`config.mk`:
```
export PLATFORM = sky130hd
export DESIGN_NAME = esad_cell
export DESIGN_NICKNAME = d
export VERILOG_FILES = /design/src/rtl/esad_pkg.sv /design/src/rtl/esad_cell.sv
export SDC_FILE = /design/constraint.sdc
export NUM_CORES = 1
export LEC_CHECK = 0
export CAP_MARGIN = 20
export CORE_UTILIZATION = 25
export CTS_BUF_LIST = sky130_fd_sc_hd__clkbuf_8
export DETAILED_ROUTE_END_ITERATION = 10
export DONT_BUFFER_PORTS = 1
export PLACE_DENSITY = 0.38
export SYNTH_ARGS = -nofsm -noshare
export SYNTH_HDL_FRONTEND = slang
export SYNTH_SLANG_ARGS = --single-unit
```
`constraint.sdc`:
```
create_clock -name i_clk -period 6.2 [get_ports i_clk]
set_input_delay 1.24 -clock i_clk [delete_from_list [all_inputs] [get_ports i_clk]]
set_output_delay 1.24 -clock i_clk [all_outputs]
set_load 0.03 [all_outputs]
```
`src/rtl/esad_pkg.sv`:
```
// ----------------------------------------------------------------------------
// esad_pkg
// Shared types for the exchange sorter: transaction payloads, chain slot
// and per-cell control.
// ----------------------------------------------------------------------------
package esad_pkg;

    localparam int unsigned VALUE_W = 32;

    typedef struct packed {
        logic signed [VALUE_W-1:0] value;
        logic                      last;
    } t_in_item;

    typedef struct packed {
        logic signed [VALUE_W-1:0] value_res;
        logic                      last_res;
        logic                      overflow;
    } t_out_item;

    typedef struct packed {
        logic                      valid;
        logic signed [VALUE_W-1:0] value;
    } t_slot;

    typedef struct packed {
        logic insert;
        logic shift_left;
        logic shift_right;
    } t_cell_ctl;

endpackage

```
`src/rtl/esad_cell.sv`:
```
// ----------------------------------------------------------------------------
// esad_cell
// One slot of the sorting chain. Keeps the row in ascending order on insert
// and moves its element to a neighbor while the row is unloaded.
// ----------------------------------------------------------------------------
module esad_cell (
    input  logic                              i_clk,
    input  logic                              i_rst_n,
    input  esad_pkg::t_cell_ctl               i_ctl,
    input  logic signed [esad_pkg::VALUE_W-1:0] i_din,
    input  esad_pkg::t_slot                   i_left,
    input  logic                              i_left_take,
    input  esad_pkg::t_slot                   i_right,
    output esad_pkg::t_slot                   o_slot,
    output logic                              o_take
);
    import esad_pkg::*;

    t_slot r_slot;
    t_slot n_slot;

    assign o_take = !r_slot.valid || (i_din < r_slot.value);
    assign o_slot = r_slot;

    always_comb begin
        n_slot = r_slot;
        priority if (i_ctl.insert) begin
            if (o_take) begin
                if (i_left_take) begin
                    n_slot = i_left;
                end else begin
                    n_slot.valid = 1'b1;
                    n_slot.value = i_din;
                end
            end
        end else if (i_ctl.shift_left) begin
            n_slot = i_right;
        end else if (i_ctl.shift_right) begin
            n_slot = i_left;
        end else begin
            n_slot = r_slot;
        end
    end

    always_ff @(posedge i_clk) begin
        if (!i_rst_n) begin
            r_slot.valid <= 1'b0;
        end else begin
            r_slot.valid <= n_slot.valid;
        end
        r_slot.value <= n_slot.value;
    end

endmodule

```
=== Word-level counts from Yosys, hierarchy flattened ===
Index checks and enable logic that the tools add are counted.

* Register bits after elaboration: 33
* Bits of input ports: 104
* Word-level logic and storage cells: 13

* Reduce and logical (&&, ||, !) cells: 4
* Magnitude comparators: 1
* Eq/ne operators: 1
* Mux-type cells: 5

{| class="wikitable"
|+ Operator list
! kind !! number
|-
| 33-bit 2-to-1 mux || 5
|-
| 32-bit less-than comparator || 1
|-
| 3-bit nonzero test || 1
|-
| 2-bit by 1-bit != test with 1-bit output, second input constant || 1
|-
| 2-bit AND reduction || 1
|-
| 1-bit logical NOT || 1
|-
| 1-bit logical OR || 1
|}

=== Logic depth before layout (Yosys ltp) ===
Gate-level depths: netlist of run 1.

* Word-level depth: 4
* Depth in mapped cells: 8
* Gate-level depth less buffers: 8

=== Worst setup path after synthesis of run 1 ===
OpenSTA, ideal clock, no wires.

* Path type: input -> register
* From: in i_din[7] in the netlist's numbering
* To: reg r_slot, in the netlist o_slot[0] (enable)
* Cell stages on the path: 6
* Path buffers: 0
* Arrival time: 3.623 ns
* Slack: 2.159 ns
* Cell sequence: ha_1 and3_1 a221o_1 a2bb2oi_1 a211oi_1 nor3_2

* Word-level cells in the longest chain between the ends: 4

{| class="wikitable"
|+ Ends and longest elaborated chain
! element !! line !! RTL
|-
| start, declared || esad_cell.sv:10 || <nowiki>input logic signed [esad_pkg::VALUE_W-1:0] i_din,</nowiki>
|-
| 32-bit less-than comparator || esad_cell.sv:22 || <nowiki>assign o_take = !r_slot.valid || (i_din < r_slot.value);</nowiki>
|-
| 1-bit logical OR || esad_cell.sv:22 ||
|-
| 2-bit by 1-bit != test with 1-bit output (no line) || n/a ||
|-
| 2-bit AND reduction (no line) || n/a ||
|-
| end, declared || esad_cell.sv:19 || <nowiki>t_slot r_slot;</nowiki>
|}

No other way between the ends.
A chain may end at the register's enable or synchronous reset.

=== Worst setup path in the final report of run 1 ===
* From: in i_din[7] in the netlist's numbering
* To: out o_take

* Word-level cells in the longest chain between the ends: 2

{| class="wikitable"
|+ Ends and longest elaborated chain
! element !! line !! RTL
|-
| 32-bit less-than comparator || esad_cell.sv:22 ||
|-
| 1-bit logical OR || esad_cell.sv:22 ||
|-
| end, declared || esad_cell.sv:15 || <nowiki>output logic o_take</nowiki>
|}

No other way between the ends.

==> results of run 1 <==
cell usage in the layout, fill, tap and decap left out, types with 2 or more instances in the layout:
| cell | Yosys | routed |
|---|---|---|
| nand2_1 | 14 | 14 |
| a2bb2oi_1 | 2 | 2 |
| o21a_1 | 2 | 2 |
| nor2_1 | 2 | 2 |
| a211oi_1 | 32 | 32 |
| a21oi_1 | 43 | 43 |
| edfxtp_1 | 32 | 32 |
| inv_1 | 31 | 33 |
| nor3_1 | 2 | 2 |
| ha_1 | 31 | 31 |
| clkbuf_8 | 0 | 6 |
| o211ai_1 | 2 | 2 |
| nand3_1 | 3 | 3 |
| nand4_1 | 3 | 3 |
| nor2b_1 | 31 | 31 |
| mux2i_1 | 32 | 32 |
| o21ai_0 | 4 | 4 |
power groups by stage:
stage	clock network (mW)	logic (mW)	registers [mW]
after global routing	0.190	0.175	0.374
after CTS	0.183	0.154	0.370
after global placement	0	0.152	0.375
after detailed placement	0	0.153	0.375
after floorplan	0	0.136	0.366
final	0.170	0.150	0.369
layout make-up:
class	count	area, sq um	area share (%)
timing repair buffer	1	7.51	0.244
clock inverter	2	7.51	0.244
multi-input combinational	221	1700	55.4
inverter	31	116	3.79
tap	140	175	5.70
clock buffer	6	82.6	2.69
sequential	33	981	31.9
worst max path at each step:
stage	endpoint	cells after the start
final	o_take	7
after global routing	o_take	6
after CTS	o_take	7
after detailed placement	o_take	7
after global placement	o_take	7
after floorplan	o_slot[0]$_DFFE_PP_	6
layer usage:
layer	global-route usage (%)	vias up	wire [um]	share of wire, %
li1	-	1103	-	-
met1	15.0	944	3310	44
met2	20.9	87	3390	45
met3	4.96	2	732	9.8
met4	2.90	0	31	0.42
met5	0	-	0	0
synthesized netlist by cell type (2+ instances only):
| cell | instances |
|---|---|
| a211oi_1 | 32 |
| a21oi_1 | 43 |
| a2bb2oi_1 | 2 |
| buf_1 | 2 |
| clkbuf_1 | 16 |
| edfxtp_1 | 32 |
| ha_1 | 31 |
| inv_1 | 31 |
| mux2i_1 | 32 |
| nand2_1 | 14 |
| nand3_1 | 3 |
| nand4_1 | 3 |
| nor2_1 | 2 |
| nor2b_1 | 31 |
| nor3_1 | 2 |
| o211ai_1 | 2 |
| o21a_1 | 2 |
| o21ai_0 | 4 |
through the flow:
stage                     hold slack, ns  utilization (%)  instance area, sq um  total power [mW]
after floorplan                    0.615                -                  2860             0.502
after global placement             0.687             27.1                  2980             0.527
after detailed placement           0.693             27.1                  2980             0.528
after CTS                          0.703             28.0                  3070             0.708
after global routing               0.726             28.0                  3070             0.739
final                              0.700             28.0                  3070             0.689
worst max-delay path: cells and delay by family:
kind,cells,cell delay [ns]
fa+ha+maj,1,0.29
compound gates,5,1.29
simple gates,1,0.19
logic make-up (layout without fill, tap and decap cells):
| group | after synthesis | after routing |
|---|---|---|
| buffers and inverters | 50 | 40 |
| adder cells (fa/ha/maj) | 31 | 31 |
| AO/OA/AOI/OAI | 94 | 94 |
| multiplexers | 33 | 33 |
| AND/OR/NAND/NOR | 63 | 63 |
| flip-flops | 33 | 33 |
==> impl_metrics.tcl, run 1 <==
set metrics [dict create \
    wire_per_inst_um 17.2 \
    synthFlopType "edfxtp_1" \
    n_fill_cell 1198 \
    tns_ns 0 \
    r2r-start "o_slot[6]$_DFFE_PP_" \
    hold_depth 2 \
    internal_power_mw 0.445 \
    p_sw_mw 0.243 \
    synth_xor_area_share_pct 0 \
    synth_top_area_share_pct 33.6 \
    die_area_sq_um 11900 \
    run_status "complete, no violations" \
    yosys_warnings 0 \
    ys_seq_elements 33 \
    ant_nets 0 \
    synth_compound_area_share_pct 21.2 \
    cts_tree "done" \
    avgViaCountPerCell 4.92 \
    slew_headroom_pct 65.1 \
    regToRegSetupSlack_ns 3.17 \
    cp-start-kind "input port" \
    cp.required_ns 4.96 \
    num_rows 38 \
    finalHoldViolations 0 \
    diodes 0 \
    cts_resized 0 \
    postSynthCellCount 304 \
    drcViolationCount 0 \
    fin_cells 434 \
    post_cts_buffers 0 \
    cellPowerDensity_nw_per_um2 224 \
    area_growth_pct 7.21 \
    drtIter0Drc 37 \
    seq_power_share_pct 53.5 \
    fp.dieH_um 109 \
    grt_pass1_vias 2139 \
    largest_reg_flops 33 \
    clk_latency_ns 0.28 \
    hold_start "o_slot[32]$_SDFFE_PN0P_" \
    r2r_end "o_slot[29]$_DFFE_PP_" \
    worst_pin_slew_ns 0.523 \
    cts_sinks 33 \
    swShare_pct 35.3 \
    synthMuxAreaShare_pct 11.6 \
    synth_cell_types 38 \
    grtUsageTotal_pct 12.5 \
    crit_path_top_delay_cell "o31a_1" \
    max_stage_delay_ns 0.38 \
    crit_start "i_din[7]" \
    hold_path.class "register to register" \
    fin_crit_ns 4.25 \
    setup_viol 0 \
    path_cells "ha_1 > and3_1 > a221o_1 > a2bb2oi_1 > a21oi_1 > o211ai_1 > o31a_1" \
    synth_top_family_by_area "compound AO/OA/AOI/OAI gates" \
    start_util_pct 26.1 \
    routed_wirelength_mm 7.46 \
    fin_nets 428 \
    synth_edf_count 32 \
    finalCritPeriodShare_pct 68.6 \
    cts_hold_buf 0 \
    worstSetupEndpointType "output pin" \
    cts_buffer_depth 2 \
    yosysSeqAreaShare_pct 34.3 \
    grt_max_degree 71 \
    fin_skew_ns 0.00739 \
    synth_nets 439 \
    synth-adder-area-share_pct 13.5 \
    core_area_sq_um 11000 \
    syn-cell-area_sq_um 2860 \
    drt_pass1_iterations 3 \
    fmax_mhz 235 \
    drv_slew 0 \
    power.leakage_nw 1.28 \
    cts_root_buffer "clkbuf_8" \
    power_frac_comb_pct 21.8 \
    ir_drop_v 0.0000763 \
    worst_slack_ns 1.95 \
    cts-htree-levels 2 \
    critPathMaxFanout 2 \
    place_congestion 0.684 \
    max_cap_violations 0 \
    synthArstFlopShare_pct 0 \
    synthSimpleGateAreaFrac_pct 12.8 \
    numCtsBuffers 5 \
    crit_type "input port to output pin" \
    pin_count 138 \
    gr-total-overflow 0 \
    dp_cells 426 \
    die_w_um 109 \
    yosysTopAreaCell "edfxtp_1" \
    path_clk_slew_ns 0.07 \
    io_buffer_count 0 \
    grt_pass1_wl_mm 11.2 \
    vias 2136 \
    yosys-top-cells-area "edfxtp_1 34%, ha_1 14%, mux2i_1 11%" \
    crit_arrival_ns 3.01 \
    antenna_found_initial 0 \
    drive_above_1_share_pct 3.74 \
    syn_avg_cell_area_sq_um 9.42 \
    hold_path_end "o_slot[32]$_SDFFE_PN0P_" \
    post-place-ws_ns 1.94 \
    pwr-share-clk_pct 24.7 \
    grt_setup_unrepaired "no" \
    rr_worst_depth 8 \
    dpl.hpwl_mm 5.60 \
]
No activity file was read; power rests on OpenSTA's default activity.
==> inputs of run 2 (changes only) <==
PLACE_DENSITY = 0.4   (was 0.38)
clock period = 3.6 ns   (was 6.2 ns; I/O delays follow)
==> impl_metrics.tcl, run 2 (synthesized netlist as in run 1, its figures left out) <==
set metrics [dict create \
    cts_sinks 33 \
    worstSetupEndpointType "output pin" \
    drtIter0Drc 57 \
    start_util_pct 26.1 \
    core_area_sq_um 11000 \
    cts_resized 0 \
    cts_root_buffer "clkbuf_8" \
    path_clk_slew_ns 0.07 \
    ir_drop_v 0.000128 \
    pwr-share-clk_pct 22.3 \
    worst_pin_slew_ns 0.739 \
    layout_common_cells "43 x a21oi_1, 34 x inv_1, 32 x a211oi_1, 32 x mux2i_1, 32 x edfxtp_1" \
    clk_latency_ns 0.28 \
    finalHoldViolations 0 \
    vias 2216 \
    grt_setup_unrepaired "no" \
    gr-total-overflow 0 \
    tns_ns 0 \
    place_congestion 0.699 \
    drv_slew 0 \
    fin_skew_ns 0.00236 \
    swShare_pct 35.1 \
    grt_pass1_wl_mm 11.3 \
    area_growth_pct 10.8 \
    wire_per_inst_um 16.6 \
    grt_pass1_vias 2197 \
    dp_cells 441 \
    fmax_mhz 304 \
    cp-start-kind "register" \
    cellPowerDensity_nw_per_um2 375 \
    power_frac_comb_pct 28.9 \
    worst_slack_ns 0.313 \
    slew_headroom_pct 50.6 \
    cts_tree "done" \
    fin_crit_ns 3.29 \
    post-place-ws_ns 0.260 \
    diodes 0 \
    cts-htree-levels 2 \
    seq_power_share_pct 48.9 \
    grt_max_degree 71 \
    numCtsBuffers 5 \
    grtUsageTotal_pct 12.7 \
    cts_buffer_depth 2 \
    fin_cells 449 \
    final_common_cell "a21oi_1" \
    antenna_found_initial 0 \
    critPathMaxFanout 3 \
    post_cts_buffers 0 \
    fin_nets 443 \
    fp.dieH_um 109 \
    crit_arrival_ns 2.57 \
    cts_hold_buf 0 \
    avgViaCountPerCell 4.94 \
    routed_wirelength_mm 7.47 \
    setup_viol 0 \
    cp.required_ns 2.88 \
    pin_count 138 \
    finalCritPeriodShare_pct 91.3 \
    run_status "complete, no violations" \
    drcViolationCount 0 \
    internal_power_mw 0.771 \
    max_cap_violations 0 \
    ant_nets 0 \
    num_rows 38 \
    p_sw_mw 0.418 \
    largest_reg_flops 33 \
    die_w_um 109 \
    power.leakage_nw 1.35 \
    hold_path.class "input port to register" \
    io_buffer_count 0 \
    fin_util_pct 28.9 \
    die_area_sq_um 11900 \
    drt_pass1_iterations 4 \
    crit_type "register to output pin" \
    drive_above_1_share_pct 8.09 \
    dpl.hpwl_mm 5.77 \
]
-- run 2: changes by cell type in the layout (fill, tap and decap cells not counted) --
cell,delta
buf_4,+15
clkbuf_8,-1
inv_1,+1
-- run 2: worst paths after layout --
kind	from	end	slack, ns	cells past startpoint
min	i_rst_n	o_slot[32]$_SDFFE_PN0P_	0.58	2
max	o_slot[29]$_DFFE_PP_	o_take	0.31	7
min reg2reg	o_slot[32]$_SDFFE_PN0P_	o_slot[32]$_SDFFE_PN0P_	0.71	2
max reg2reg	o_slot[29]$_DFFE_PP_	o_slot[1]$_DFFE_PP_	0.58	8
-- run 2: critical path, stage by stage (launching register included) --
cell and delay [ns]:
edfxtp_1 0.54, inv_1 0.08, ha_1 0.30, nand4_1 0.15
nor4_1 0.45, nand2_1 0.16, a21oi_1 0.21, o31a_1 0.39
-- run 2: through the flow --
step	cell area [sq um]	total power, mW	hold slack (ns)
floorplan	2860	0.864	0.615
global placement	3090	0.941	0.686
detailed placement	3090	0.942	0.705
CTS	3170	1.22	0.570
global route	3170	1.28	0.602
finish	3170	1.19	0.584
-- run 2: power by group through the flow --
stage,clock network [mW],logic (mW),registers (mW)
after global routing,0.296,0.392,0.591
after detailed placement,0,0.349,0.592
final,0.265,0.343,0.582
after floorplan,0,0.234,0.630
after CTS,0.284,0.352,0.584
after global placement,0,0.349,0.592
-- run 2: layer usage --
metal / wire length, um / vias to the layer above / GRT usage (%)
li1: - / 1138 / -
met1: 3220 / 982 / 15.1
met2: 3480 / 92 / 21.1
met3: 731 / 4 / 5.26
met4: 42 / 0 / 2.90
met5: 0 / - / 0
-- run 2: cell type report --
class / count / area, sq um
clock buffer: 5 / 68.8
multi-input combinational: 221 / 1700
sequential: 33 / 981
timing repair buffer: 16 / 120
tap: 140 / 175
inverter: 31 / 116
clock inverter: 3 / 11.3
fill: 1170 / 7810
==> inputs of run 3 (changes only) <==
ABC_AREA = 1   (was unset)
CTS_BUF_LIST = sky130_fd_sc_hd__clkbuf_2   (was sky130_fd_sc_hd__clkbuf_8)
PLACE_DENSITY = unset   (was 0.4)
PLACE_DENSITY_LB_ADDON = 0.15   (was unset)
==> impl_metrics.tcl, run 3 <==
set metrics [dict create \
    drtIter0Drc 113 \
    grt_max_degree 36 \
    ys_seq_elements 33 \
    cts_root_buffer "clkbuf_2" \
    synth_top_area_share_pct 34.7 \
    cts_tree "done" \
    die_area_sq_um 11500 \
    dpl.hpwl_mm 6.38 \
    rr_worst_depth 14 \
    start_util_pct 25.6 \
    worst_pin_slew_ns 1.03 \
    syn-cell-area_sq_um 2770 \
    yosysSeqAreaShare_pct 35.4 \
    regToRegSetupSlack_ns 1.05 \
    grtUsageTotal_pct 15.4 \
    cts_sinks 33 \
    synth_nets 502 \
    cts_buffer_depth 2 \
    critPathMaxFanout 2 \
    fmax_mhz 318 \
    io_buffer_count 0 \
    place_congestion 0.746 \
    hold_path.class "input port to register" \
    die_w_um 107 \
    num_rows 38 \
    drt_pass1_iterations 4 \
    routed_wirelength_mm 8.72 \
    largest_reg_flops 33 \
    avgViaCountPerCell 5.08 \
    area_growth_pct 6.32 \
    synth_cell_types 28 \
    max_cap_violations 0 \
    r2r_end "o_slot[29]$_DFFE_PP_" \
    drv_slew 0 \
    crit_type "register to output pin" \
    fp.dieH_um 107 \
    ant_nets 0 \
    path_clk_slew_ns 0.20 \
    synth.most_common_cell "nor2_1" \
    crit_arrival_ns 2.42 \
    run_status "complete, no violations" \
    drive_above_1_share_pct 6.39 \
    fin_skew_ns 0.0223 \
    vias 2541 \
    finalHoldViolations 0 \
    numCtsBuffers 5 \
    synthArstFlopShare_pct 0 \
    syn_avg_cell_area_sq_um 7.55 \
    grt_setup_unrepaired "no" \
    synthFlopType "edfxtp_1" \
    wire_per_inst_um 17.4 \
    yosys_warnings 0 \
    cp.required_ns 2.88 \
    cp-start-kind "register" \
    yosys-top-cells-area "edfxtp_1 35%, ha_1 14%, o21ai_0 12%" \
    postSynthCellCount 367 \
    pin_count 138 \
    slew_headroom_pct 31.2 \
    diodes 0 \
    grt_pass1_vias 2557 \
    synth_edf_count 32 \
    hold_start "i_rst_n" \
    synthTopCellsByCount "70 x nor2_1, 68 x o21ai_0, 43 x inv_1, 35 x nand2_1, 32 x edfxtp_1" \
    hold_depth 4 \
    worstSetupEndpointType "output pin" \
    core_area_sq_um 10800 \
    finalCritPeriodShare_pct 87.2 \
    tns_ns 0 \
    cellPowerDensity_nw_per_um2 374 \
    r2r-start "o_slot[15]$_DFFE_PP_" \
    gr-total-overflow 0 \
    fin_area_sq_um 2950 \
    cts-htree-levels 2 \
    hold_path_end "o_slot[32]$_SDFFE_PN0P_" \
    layout_common_cells "70 x nor2_1, 68 x o21ai_0, 43 x inv_1, 35 x nand2_1, 32 x edfxtp_1" \
    setup_viol 0 \
    fin_crit_ns 3.14 \
    clk_latency_ns 0.39 \
    post_cts_buffers 0 \
    n_fill_cell 1238 \
    fin_nets 495 \
    postPlaceCellArea_sq_um 2910 \
    power.leakage_nw 1.27 \
    grt_pass1_wl_mm 13.3 \
    final_common_cell "nor2_1" \
    drcViolationCount 0 \
    ir_drop_v 0.000123 \
    antenna_found_initial 0 \
    yosysTopAreaCell "edfxtp_1" \
    cts_hold_buf 0 \
    cts_resized 0 \
]
==> run 3: changes by cell type after synthesis, moves of 3 or more <==
cell and delta:
a211oi_1 -32, a21oi_1 -31, a21oi_2 +3, inv_1 +12
mux2i_1 -32, nand2_1 +21, nor2_1 +68, nor2b_1 -31
o21ai_0 +64, o22ai_1 +31
==> run 3: stage by stage <==
step	hold slack [ns]	utilization (%)	total power, mW	worst slack [ns]	std cells
6_report	0.512	27.2	1.10	0.460	500
5_1_grt	0.506	27.2	1.19	0.139	500
4_1_cts	0.472	27.2	1.13	0.316	500
3_5_place_dp	0.828	26.9	0.935	0.686	493
3_3_place_gp	0.836	26.9	0.931	0.713	493
2_1_floorplan	0.725	-	0.866	0.679	367
==> run 3: how the worst max path moves through the flow <==
| stage | start | end | slack [ns] | cells after the start |
|---|---|---|---|---|
| after floorplan | i_din[21] | o_slot[0]$_DFFE_PP_ | 0.68 | 9 |
| after global placement | i_din[15] | o_take | 0.71 | 11 |
| after detailed placement | i_din[15] | o_take | 0.69 | 11 |
| after CTS | o_slot[15]$_DFFE_PP_ | o_take | 0.32 | 12 |
| after global routing | o_slot[15]$_DFFE_PP_ | o_take | 0.14 | 12 |
| final | o_slot[5]$_DFFE_PP_ | o_take | 0.46 | 12 |
==> run 3: cells by family (layout without fill, tap and decap cells) <==
kind of cell,count (synthesis),after routing,share of synthesized area (%)
adder cells (fa/ha/maj),31,31,14.0
AND/OR/NAND/NOR,120,120,17.9
AO/OA/AOI/OAI,118,118,23.7
buffers and inverters,64,57,8.71
flip-flops,33,33,35.4
XOR/XNOR,1,1,0.316
==> run 3: power breakdown <==
group	switching, mW	leakage, nW	total (mW)	internal, mW
combinational	0.172	0.903	0.288	0.116
clock	0.139	0.0265	0.184	0.0454
sequential	0.139	0.339	0.630	0.491
==> run 3: final cells by class <==
cell class	instances	area, sq um	share of cell area [%]
clock buffer	6	30.0	1.02
timing repair buffer	5	37.5	1.27
multi-input combinational	270	1550	52.6
clock inverter	1	3.75	0.127
sequential	33	981	33.3
inverter	45	169	5.73
tap	140	175	5.94
==> run 3: layer usage <==
metal	routed length, um	vias up	track usage [%]
met4	93	0	4.21
li1	-	1247	-
met3	787	12	4.36
met5	0	-	0
met1	3590	1177	18.4
met2	4250	105	27.0
==> run 3: critical path: stages (launching register included) <==
cell      delay (ns)
edfxtp_1        0.58
inv_1           0.09
ha_1            0.29
a21oi_1         0.16
nor2_1          0.06
nor3_2          0.10
nand2_1         0.07
nand2_1         0.06
nand2_1         0.06
nand2_1         0.10
nand2_2         0.07
xor2_1          0.14
nand2_1         0.26
